`src/rtl/bia_pkg.sv`:
```
// Shared types and constants for the bitmap ID allocator.
package bia_pkg;

  localparam int ID_W  = 8;
  localparam int CNT_W = 9;
  localparam int CFG_W = 9;

  localparam logic [CFG_W-1:0] CFG_RESET = 9'd256;

  typedef enum logic [1:0] {
    CMD_ALLOC   = 2'd0,
    CMD_CLAIM   = 2'd1,
    CMD_QUERY   = 2'd2,
    CMD_RELEASE = 2'd3
  } cmd_t;

  typedef enum logic [1:0] {
    ST_DONE    = 2'd0,
    ST_REFUSED = 2'd1,
    ST_RANGE   = 2'd2
  } status_t;

  typedef enum logic [1:0] {
    S_CLEAR,
    S_IDLE,
    S_LOOK
  } state_t;

endpackage

```
`src/rtl/bia_bitmap_ram.sv`:
```
// Bitmap word memory: one write port, one registered read port.
module bia_bitmap_ram #(
  parameter int WIDTH = 8,
  parameter int DEPTH = 32,
  parameter int AW    = 5
) (
  input  logic             clk,
  input  logic             we_i,
  input  logic [AW-1:0]    waddr_i,
  input  logic [WIDTH-1:0] wdata_i,
  input  logic [AW-1:0]    raddr_i,
  output logic [WIDTH-1:0] rdata_o
);

  logic [WIDTH-1:0] mem [DEPTH];
  logic [WIDTH-1:0] rdata_r;

  always_ff @(posedge clk) begin
    if (we_i) begin
      mem[waddr_i] <= wdata_i;
    end
  end

  always_ff @(posedge clk) begin
    rdata_r <= mem[raddr_i];
  end

  assign rdata_o = rdata_r;

endmodule

```
`src/rtl/bia_ctrl.sv`:
```
// Command sequencer: clear pass, word scan for allocate, bit test and update for named IDs.
module bia_ctrl #(
  parameter int WORD_BITS = 8,
  parameter int NUM_WORDS = 32,
  parameter int AW        = 5
) (
  input  logic                        clk,
  input  logic                        rst_n,
  input  logic [bia_pkg::CFG_W-1:0]   limit_i,
  input  logic                        start_i,
  input  logic [1:0]                  cmd_i,
  input  logic [bia_pkg::ID_W-1:0]    id_i,
  output logic                        busy_o,
  output logic                        mem_we_o,
  output logic [AW-1:0]               mem_waddr_o,
  output logic [WORD_BITS-1:0]        mem_wdata_o,
  output logic [AW-1:0]               mem_raddr_o,
  input  logic [WORD_BITS-1:0]        mem_rdata_i,
  output logic                        out_valid_o,
  output logic [1:0]                  out_status_o,
  output logic [bia_pkg::ID_W-1:0]    out_result_id_o,
  output logic                        out_in_use_o,
  output logic [bia_pkg::CNT_W-1:0]   out_count_o
);

  localparam int OW      = $clog2(WORD_BITS);
  localparam int BASE_W  = bia_pkg::CFG_W + 1;
  localparam int DIV_SH  = 24;
  localparam int PROD_W  = bia_pkg::ID_W + DIV_SH + 1;
  localparam int RECIP   = (2**DIV_SH + WORD_BITS - 1) / WORD_BITS;
  localparam int ID_W    = bia_pkg::ID_W;
  localparam int CNT_W   = bia_pkg::CNT_W;

  bia_pkg::state_t  state_r, state_nxt;
  bia_pkg::cmd_t    cmd_r, cmd_in;
  logic [ID_W-1:0]  id_r;
  logic [OW-1:0]    off_r;
  logic             oor_r;
  logic [AW-1:0]    word_r;
  logic [BASE_W-1:0] base_r;
  logic [CNT_W-1:0] count_r, count_nxt;

  logic             out_valid_r;
  bia_pkg::status_t out_status_r, res_status;
  logic [ID_W-1:0]  out_id_r, res_id;
  logic             out_in_use_r, res_in_use;

  // Word index and bit offset of a named ID, by reciprocal multiply.
  logic [PROD_W-1:0] div_prod;
  logic [ID_W-1:0]   id_q;
  logic [OW-1:0]     id_rem;
  logic              in_oor;
  logic [AW-1:0]     start_addr;
  logic [AW-1:0]     next_word;

  logic              free_found;
  logic [OW-1:0]     free_j;
  logic [BASE_W-1:0] cand;
  logic [BASE_W-1:0] limit_ext;
  logic              room;
  logic              alloc_hit;
  logic              alloc_more;
  logic              bit_now;
  logic              finish;

  assign cmd_in   = bia_pkg::cmd_t'(cmd_i);
  assign div_prod = PROD_W'(id_i) * PROD_W'(RECIP);
  assign id_q     = div_prod[DIV_SH +: ID_W];
  assign id_rem   = OW'(id_i - ID_W'(int'(id_q) * WORD_BITS));
  assign in_oor   = {1'b0, id_i} >= limit_i;
  assign start_addr = (cmd_in == bia_pkg::CMD_ALLOC || in_oor) ? '0 : AW'(id_q);
  assign next_word  = (word_r == AW'(NUM_WORDS - 1)) ? '0 : word_r + 1'b1;

  // Lowest clear bit of the word under test.
  always_comb begin
    free_found = 1'b0;
    free_j     = '0;
    for (int j = WORD_BITS - 1; j >= 0; j--) begin
      if (!mem_rdata_i[j]) begin
        free_found = 1'b1;
        free_j     = OW'(j);
      end
    end
  end

  assign cand       = base_r + BASE_W'(free_j);
  assign limit_ext  = BASE_W'(limit_i);
  assign room       = count_r < limit_i;
  assign alloc_hit  = room && free_found && (cand < limit_ext);
  assign alloc_more = room && !alloc_hit && ((base_r + BASE_W'(WORD_BITS)) < limit_ext);
  assign bit_now    = mem_rdata_i[off_r];
  assign finish     = (state_r == bia_pkg::S_LOOK) &&
                      !(cmd_r == bia_pkg::CMD_ALLOC && alloc_more);

  // Next state.
  always_comb begin
    state_nxt = state_r;
    unique case (state_r)
      bia_pkg::S_CLEAR: begin
        if (word_r == AW'(NUM_WORDS - 1)) state_nxt = bia_pkg::S_IDLE;
      end
      bia_pkg::S_IDLE: begin
        if (start_i) state_nxt = bia_pkg::S_LOOK;
      end
      bia_pkg::S_LOOK: begin
        if (finish) state_nxt = bia_pkg::S_IDLE;
      end
      default: state_nxt = bia_pkg::S_IDLE;
    endcase
  end

  // Outputs, memory access and result.
  always_comb begin
    busy_o      = (state_r != bia_pkg::S_IDLE);
    mem_we_o    = 1'b0;
    mem_waddr_o = word_r;
    mem_wdata_o = mem_rdata_i;
    mem_raddr_o = start_addr;
    count_nxt   = count_r;
    res_status  = bia_pkg::ST_DONE;
    res_id      = id_r;
    res_in_use  = 1'b0;
    unique case (state_r)
      bia_pkg::S_CLEAR: begin
        mem_we_o    = 1'b1;
        mem_wdata_o = '0;
      end
      bia_pkg::S_IDLE: begin
        mem_raddr_o = start_addr;
      end
      bia_pkg::S_LOOK: begin
        mem_raddr_o = next_word;
        unique case (cmd_r)
          bia_pkg::CMD_ALLOC: begin
            res_id     = '0;
            res_status = bia_pkg::ST_REFUSED;
            if (alloc_hit) begin
              mem_we_o    = 1'b1;
              mem_wdata_o = mem_rdata_i | (WORD_BITS'(1) << free_j);
              res_id      = ID_W'(cand);
              res_status  = bia_pkg::ST_DONE;
              count_nxt   = count_r + 1'b1;
            end
          end
          bia_pkg::CMD_CLAIM: begin
            if (oor_r) begin
              res_status = bia_pkg::ST_RANGE;
            end else if (bit_now) begin
              res_in_use = 1'b1;
              res_status = bia_pkg::ST_REFUSED;
            end else begin
              mem_we_o    = 1'b1;
              mem_wdata_o = mem_rdata_i | (WORD_BITS'(1) << off_r);
              count_nxt   = count_r + 1'b1;
            end
          end
          bia_pkg::CMD_QUERY: begin
            if (oor_r) begin
              res_status = bia_pkg::ST_RANGE;
            end else begin
              res_in_use = bit_now;
            end
          end
          bia_pkg::CMD_RELEASE: begin
            if (oor_r) begin
              res_status = bia_pkg::ST_RANGE;
            end else if (!bit_now) begin
              res_status = bia_pkg::ST_REFUSED;
            end else begin
              res_in_use  = 1'b1;
              mem_we_o    = 1'b1;
              mem_wdata_o = mem_rdata_i & ~(WORD_BITS'(1) << off_r);
              // hold at zero rather than wrap
              count_nxt   = (count_r == '0) ? '0 : count_r - 1'b1;
            end
          end
          default: res_status = bia_pkg::ST_DONE;
        endcase
      end
      default: busy_o = 1'b1;
    endcase
  end

  always_ff @(posedge clk) begin
    if (!rst_n) begin
      state_r     <= bia_pkg::S_CLEAR;
      word_r      <= '0;
      count_r     <= '0;
      out_valid_r <= 1'b0;
    end else begin
      state_r     <= state_nxt;
      out_valid_r <= finish;
      count_r     <= count_nxt;
      unique case (state_r)
        bia_pkg::S_CLEAR: word_r <= next_word;
        bia_pkg::S_IDLE: begin
          if (start_i) word_r <= start_addr;
        end
        bia_pkg::S_LOOK: begin
          if (!finish) word_r <= next_word;
        end
        default: word_r <= '0;
      endcase
    end
  end

  // Command word and result payload.
  always_ff @(posedge clk) begin
    if (state_r == bia_pkg::S_IDLE && start_i) begin
      cmd_r  <= cmd_in;
      id_r   <= id_i;
      off_r  <= id_rem;
      oor_r  <= in_oor;
      base_r <= '0;
    end else if (state_r == bia_pkg::S_LOOK && !finish) begin
      // advance to the next bitmap word
      base_r <= base_r + BASE_W'(WORD_BITS);
    end
    if (finish) begin
      out_status_r <= res_status;
      out_id_r     <= res_id;
      out_in_use_r <= res_in_use;
    end
  end

  assign out_valid_o     = out_valid_r;
  assign out_status_o    = out_status_r;
  assign out_result_id_o = out_id_r;
  assign out_in_use_o    = out_in_use_r;
  assign out_count_o     = count_r;

  a_strobe_after_look: assert property (@(posedge clk) disable iff (!rst_n)
    out_valid_r |-> $past(state_r) == bia_pkg::S_LOOK)
    else $error("result strobe without a finished lookup");

  a_no_write_idle: assert property (@(posedge clk) disable iff (!rst_n)
    mem_we_o |-> state_r != bia_pkg::S_IDLE)
    else $error("bitmap written while idle");

  a_count_step: assert property (@(posedge clk) disable iff (!rst_n)
    $past(rst_n) |-> (count_r == $past(count_r) ||
                      count_r == $past(count_r) + 1'b1 ||
                      count_r == $past(count_r) - 1'b1))
    else $error("count moved by more than one");

  a_range_keeps_count: assert property (@(posedge clk) disable iff (!rst_n)
    (out_valid_r && out_status_r == bia_pkg::ST_RANGE) |-> $stable(count_r))
    else $error("out-of-range command changed the count");

  a_clear_busy: assert property (@(posedge clk) disable iff (!rst_n)
    (state_r == bia_pkg::S_CLEAR) |-> (busy_o && !out_valid_r))
    else $error("ready or result during clear pass");

endmodule

```
`src/rtl/bitmap_id_allocator.sv`:
```
// Bitmap ID allocator top level: limit register, sequencer and bitmap memory.
// Named commands (claim, query, release): one word is read and tested.
// Allocate: scans from word 0, one bitmap word per cycle through the
//   single memory read port, up to NUM_WORDS words.
// A new command may start in the cycle that out_valid is high.
// Reset: count zero, limit 256; then a clear pass writes every bitmap word to zero,
//   with busy high. Results are strobed and cannot be stalled.
module bitmap_id_allocator #(
  parameter int MAX_IDS   = 256,
  parameter int WORD_BITS = 8
) (
  input  logic                      clk,
  input  logic                      rst_n,
  input  logic                      start,
  output logic                      busy,
  input  logic [1:0]                in_command,
  input  logic [bia_pkg::ID_W-1:0]  in_id_value,
  output logic                      out_valid,
  output logic [1:0]                out_status,
  output logic [bia_pkg::ID_W-1:0]  out_result_id,
  output logic                      out_in_use,
  output logic [bia_pkg::CNT_W-1:0] out_allocated_count,
  input  logic                      cfg_we,
  input  logic [bia_pkg::CFG_W-1:0] cfg_wdata
);

  localparam int NUM_WORDS = (MAX_IDS + WORD_BITS - 1) / WORD_BITS;
  localparam int AW        = (NUM_WORDS > 1) ? $clog2(NUM_WORDS) : 1;
  localparam int CFG_W     = bia_pkg::CFG_W;

  logic [CFG_W-1:0]     range_r;
  logic [CFG_W-1:0]     limit;
  logic                 mem_we;
  logic [AW-1:0]        mem_waddr;
  logic [WORD_BITS-1:0] mem_wdata;
  logic [AW-1:0]        mem_raddr;
  logic [WORD_BITS-1:0] mem_rdata;

  always_ff @(posedge clk) begin
    if (!rst_n) begin
      range_r <= bia_pkg::CFG_RESET;
    end else if (cfg_we) begin
      range_r <= cfg_wdata;
    end
  end

  // Clamp the programmed range to the bitmap size.
  assign limit = (int'(range_r) > MAX_IDS) ? CFG_W'(MAX_IDS) : range_r;

  bia_ctrl #(
    .WORD_BITS (WORD_BITS),
    .NUM_WORDS (NUM_WORDS),
    .AW        (AW)
  ) u_ctrl (
    .clk             (clk),
    .rst_n           (rst_n),
    .limit_i         (limit),
    .start_i         (start),
    .cmd_i           (in_command),
    .id_i            (in_id_value),
    .busy_o          (busy),
    .mem_we_o        (mem_we),
    .mem_waddr_o     (mem_waddr),
    .mem_wdata_o     (mem_wdata),
    .mem_raddr_o     (mem_raddr),
    .mem_rdata_i     (mem_rdata),
    .out_valid_o     (out_valid),
    .out_status_o    (out_status),
    .out_result_id_o (out_result_id),
    .out_in_use_o    (out_in_use),
    .out_count_o     (out_allocated_count)
  );

  bia_bitmap_ram #(
    .WIDTH (WORD_BITS),
    .DEPTH (NUM_WORDS),
    .AW    (AW)
  ) u_ram (
    .clk     (clk),
    .we_i    (mem_we),
    .waddr_i (mem_waddr),
    .wdata_i (mem_wdata),
    .raddr_i (mem_raddr),
    .rdata_o (mem_rdata)
  );

endmodule
```
`config.mk`:
```
export PLATFORM = sky130hd
export DESIGN_NAME = bitmap_id_allocator
export DESIGN_NICKNAME = d
export VERILOG_FILES = /design/src/rtl/bia_pkg.sv /design/src/rtl/bia_bitmap_ram.sv /design/src/rtl/bia_ctrl.sv /design/src/rtl/bitmap_id_allocator.sv
export SDC_FILE = /design/constraint.sdc
export NUM_CORES = 1
export LEC_CHECK = 0
export ABC_AREA = 1
export BUFFER_PORTS_ARGS = -buffer_cell sky130_fd_sc_hd__buf_2
export CAP_MARGIN = 20
export CORE_MARGIN = 4
export CORE_UTILIZATION = 45
export DETAILED_ROUTE_END_ITERATION = 7
export GPL_TIMING_DRIVEN = 0
export PLACE_DENSITY_LB_ADDON = 0.12
export SYNTH_ARGS = -nofsm -noshare
export SYNTH_HDL_FRONTEND = slang
export SYNTH_HIERARCHICAL = 1
export SYNTH_SLANG_ARGS = --single-unit
```
`constraint.sdc`:
```
create_clock -name clk -period 3.5 [get_ports clk]
set_input_delay 0.175 -clock clk [delete_from_list [all_inputs] [get_ports clk]]
set_output_delay 0.175 -clock clk [all_outputs]
set_load 0.02 [all_outputs]
```
==> impl_summary.md <==
Place
The minimum setup slack after placement is -1013 ps. The final HPWL from detailed placement is 29090 um. In this run the tool buffered the top-level ports with 44 buffer cells. Once placement finished, the instance area stood at 16280 sq um. The global placement routability congestion is 0.9703.

The instance count after placement with tap cells included is 2068.

Final layout
The count of non-filler cells in the finished layout is 2214. Compared with the post-synthesis result, the final layout area differs by 26.26%. The sequential cells in the finished layout cover a total of 9178 sq um. The post-route netlist has 22.31% of its cells at a drive strength greater than 1. In the layout the commonest cells are 492 x nand2_1, 278 x edfxtp_1, 221 x nand3_1, 81 x inv_1, 51 x buf_2.

The final net count is 1802. With fillers left out, the area of the finished cells amounts to 19340 sq um. The repair_antennas step left the layout with diodes totalling 0. The multi-input combinational cells in the finished layout cover a total of 5974 sq um.

The count of filler cells inserted in the layout is 2820. Leaving out fill and tap cells, the most frequent cell in the layout is nand2_1.

Clock network
The clock tree synthesis step divided the H-tree into 2 levels. Clock tree synthesis inserted a total of 36 buffers. TritonCTS built the clock tree. The number of buffers on the longest clock path is 3. The root buffer selected by CTS is clkbuf_16. The insertion delay of the later-clocked pin in the worst-skew pair is 520 ps.

The clock sink count is 319. The clock input transition at the sequential cells of the worst setup and hold paths is 60 ps.

Pwr
For this design the static power due to leakage is 0.007674 uW. In this run, the combinational gates consume 13.8% of the power. The power density of the placed cells is 481.3 nW/um^2. For this design the total switching power over the nets is 2394 uW.

VDD sags by at most 0.3934 mV. The design draws 9308 uW. Cell internal power was estimated by the tool at 6913 uW.

The portion of total power attributed to the clock network is 40.6%. Net switching is 25.73% of the power. The sequential group share of total power is 45.5%.

Setup path
The critical path start-end classification is flip-flop to flip-flop. At the worst endpoint, the required time is 3900 ps. The most numerous cell type found on the critical path is nand2_1. The data arrival time at the worst-slack endpoint is 3760 ps. The highest fanout seen on the critical path is 10. The cell with the largest stage delay on the worst path is dfxtp_2. The largest stage delay on the critical path is 320 ps. The type of destination of the critical path is a flip-flop. The nature of the critical path startpoint is a flip-flop.

STA
Across the routed clock network, the largest skew measured is 26.00 ps. The fmax is 297.6 MHz. The post-route clock period utilization is 96.01%.

Setup repair after global routing could not meet its margin everywhere. The hold violation count in the final report is 0. Measured against its own limit, the worst slew margin works out to 45.99%.

The final worst slack is 139.6 ps. The max-slew violation count is 0. The number of failing setup endpoints in the final timing report is 0. The total negative slack is 0 ps.

The transition time at the pin with the least slew margin is 807.2 ps. The minimum clock period is 3360 ps.

Global route
The overall global routing resource usage is 23.45%. The initial antenna violation count is 0. The number of global-route vias before repair is 11440.

The first global-routing pass estimated 65910 um of wire. Global routing finished with a remaining overflow of 0. The largest net degree at the start of global routing is 33.

Flow run
Across the run, the number of max-cap violations was 0.

Detailed routing
The detail route stage leaves a number of antenna-violating nets equal to 0. The wire length per cell is 19.76 um. Summing over every cut layer, the via total after detailed routing is 11970. Wires add up to 43750 um. The violation count after the first detailed-route iteration is 1069. After detailed routing, the number of remaining DRC violations is 0. After detailed routing, the number of vias per cell comes to 5.405. The total iterations of the first detailed-routing run is 5.

Worst hold path
The class of the tightest hold or removal check is input port to flip-flop.

Logic synthesis
The prevailing post-synth register cell is edfxtp_1. The count of flip-flops with a built-in enable after synthesis is 278. The post-synthesis cell area is 15320 sq um. The synthesized netlist net count is 1633. In the synthesized netlist the async set-or-reset flop fraction comes to 0%. The number of synthesis warnings is 6.

The register bit total from synthesis is 319. Synthesis produced a netlist whose cell count is 1570. In this run, distinct cell masters in the synthesized netlist total 46. The synthesized area per cell is 9.756 sq um.

The sequential fraction of the synthesis area is 59.86%.

Die
The floorplan core area is 33530 sq um. The die covers 37050 sq um. The initial utilization of the core area, before any placement, comes to 45.68%.

The floorplan step set the die width to 192.5 um. The height of the die is 192.5 um. The cell row count is 67.

During I/O placement, the number of pins put on the boundary was 45.

Run status
The flow ran to the end, and the final reports show no timing, DRC or antenna violations.
-- flip-flops by register name (all words and copies together), names as in the netlist --
| signal | flops |
|---|---|
| u_ram/mem | 256 |
| range_r | 9 |
| u_ctrl/out_count_o | 9 |
| u_ctrl/id_r | 8 |
| u_ctrl/out_result_id_o | 8 |
| u_ram/rdata_o | 8 |
| u_ctrl/base_r | 7 |
| u_ctrl/mem_waddr_o | 5 |
| u_ctrl/cmd_r | 2 |
| u_ctrl/out_status_o | 2 |
| u_ctrl/state_r | 2 |
| u_ctrl/oor_r | 1 |
| u_ctrl/out_in_use_o | 1 |
| u_ctrl/out_valid_o | 1 |
-- repair_timing --
item	4_1_cts	5_1_grt
gates resized for setup	121	115
hold buffers	25	0
buffers inserted	40	16
hold endpoints to repair	19	0
endpoints found under the setup margin	360	462
pin swaps	38	27
-- layout make-up --
class / count / share of cell area [%]
sequential: 319 / 47.45
multi-input combinational: 1082 / 30.89
timing repair buffer: 131 / 7.155
clock buffer: 43 / 4.794
buffer: 65 / 3.377
tap: 448 / 2.898
inverter: 104 / 2.135
clock inverter: 22 / 1.294
-- through the flow --
step / utilization, % / hold WS (ps)
floorplan: - / 273.6
global placement: 48.01 / 374.8
detailed placement: 48.55 / 376.1
CTS: 55.90 / 0.07550
global route: 57.68 / 16.31
finish: 57.68 / 20.28
-- power by group through the flow --
| stage | clock (uW) | sequential [uW] | combinational (uW) |
|---|---|---|---|
| floorplan | 0 | 4290 | 699 |
| CTS | 3850 | 4240 | 1160 |
| detailed placement | 0 | 4310 | 1010 |
| global placement | 0 | 4310 | 1000 |
| global route | 4000 | 4250 | 1400 |
| finish | 3780 | 4240 | 1290 |
-- cells by family (layout without fill, tap and decap cells) --
family,count (synthesis),count (layout),synth area share [%]
fa+ha+maj,40,40,3.267
xor+xnor,12,12,0.6862
buf+inv,169,365,5.841
flops,319,319,59.86
simple gates,906,906,25.57
compound gates,124,124,4.779
-- per-layer routing --
| metal | vias to the layer above | wire length [um] | track usage [%] |
|---|---|---|---|
| li1 | 5703 | - | - |
| met1 | 5717 | 17500 | 30.14 |
| met2 | 444 | 22080 | 41.03 |
| met3 | 103 | 2744 | 3.111 |
| met4 | 0 | 1423 | 7.899 |
| met5 | - | 0 | 0 |
-- cells in the mapped netlist, types with 2 or more instances --
cell type  count  area (sq um)
a21boi_0       2         15.01
a21oi_1       43         215.2
a21oi_2       11         96.34
a32o_1         2         20.02
buf_1          2         7.510
buf_2         17         85.08
buf_4          5         37.54
buf_6         26         292.8
clkbuf_1      13         48.80
clkinv_1       2         7.510
dfxtp_1       41         820.8
edfxtp_1     278          8348
ha_1          40         500.5
inv_1         88         330.3
inv_2         13         48.80
nand2_1      507          1903
nand2_2       14         87.58
nand2_4        2         22.52
nand3_1      242          1211
nand3_2        4         40.04
nand3b_1       2         15.01
nand4_1       10         62.56
nor2_1        97         364.1
nor2_2         8         50.05
nor2_4         4         45.04
nor3_1        11         55.05
nor4_1         2         12.51
o211ai_1       5         37.54
o21a_1         2         15.01
o21ai_0       34         170.2
o21ai_1       14         70.07
o22ai_1        5         31.28
xor2_1        11         96.34
-- critical path, delay by kind of cell, from the launching register on --
kind / cells / cell delay, ps
flops: 1 / 320
fa+ha+maj: 1 / 270
buf+inv: 4 / 490
simple gates: 19 / 1820
compound gates: 3 / 340
-- worst paths after layout --
check | cells after the start | slack (ps) | startpoint | to
hold / removal | 3 | 20 | rst_n | range_r[3]
hold reg to reg | 2 | 490 | range_r[6] | range_r[6]
setup / recovery | 27 | 140 | range_r[5] | u_ram/rdata_o[6]
setup reg to reg | 27 | 140 | range_r[5] | u_ram/rdata_o[6]
(Power assumes the default switching activity.)
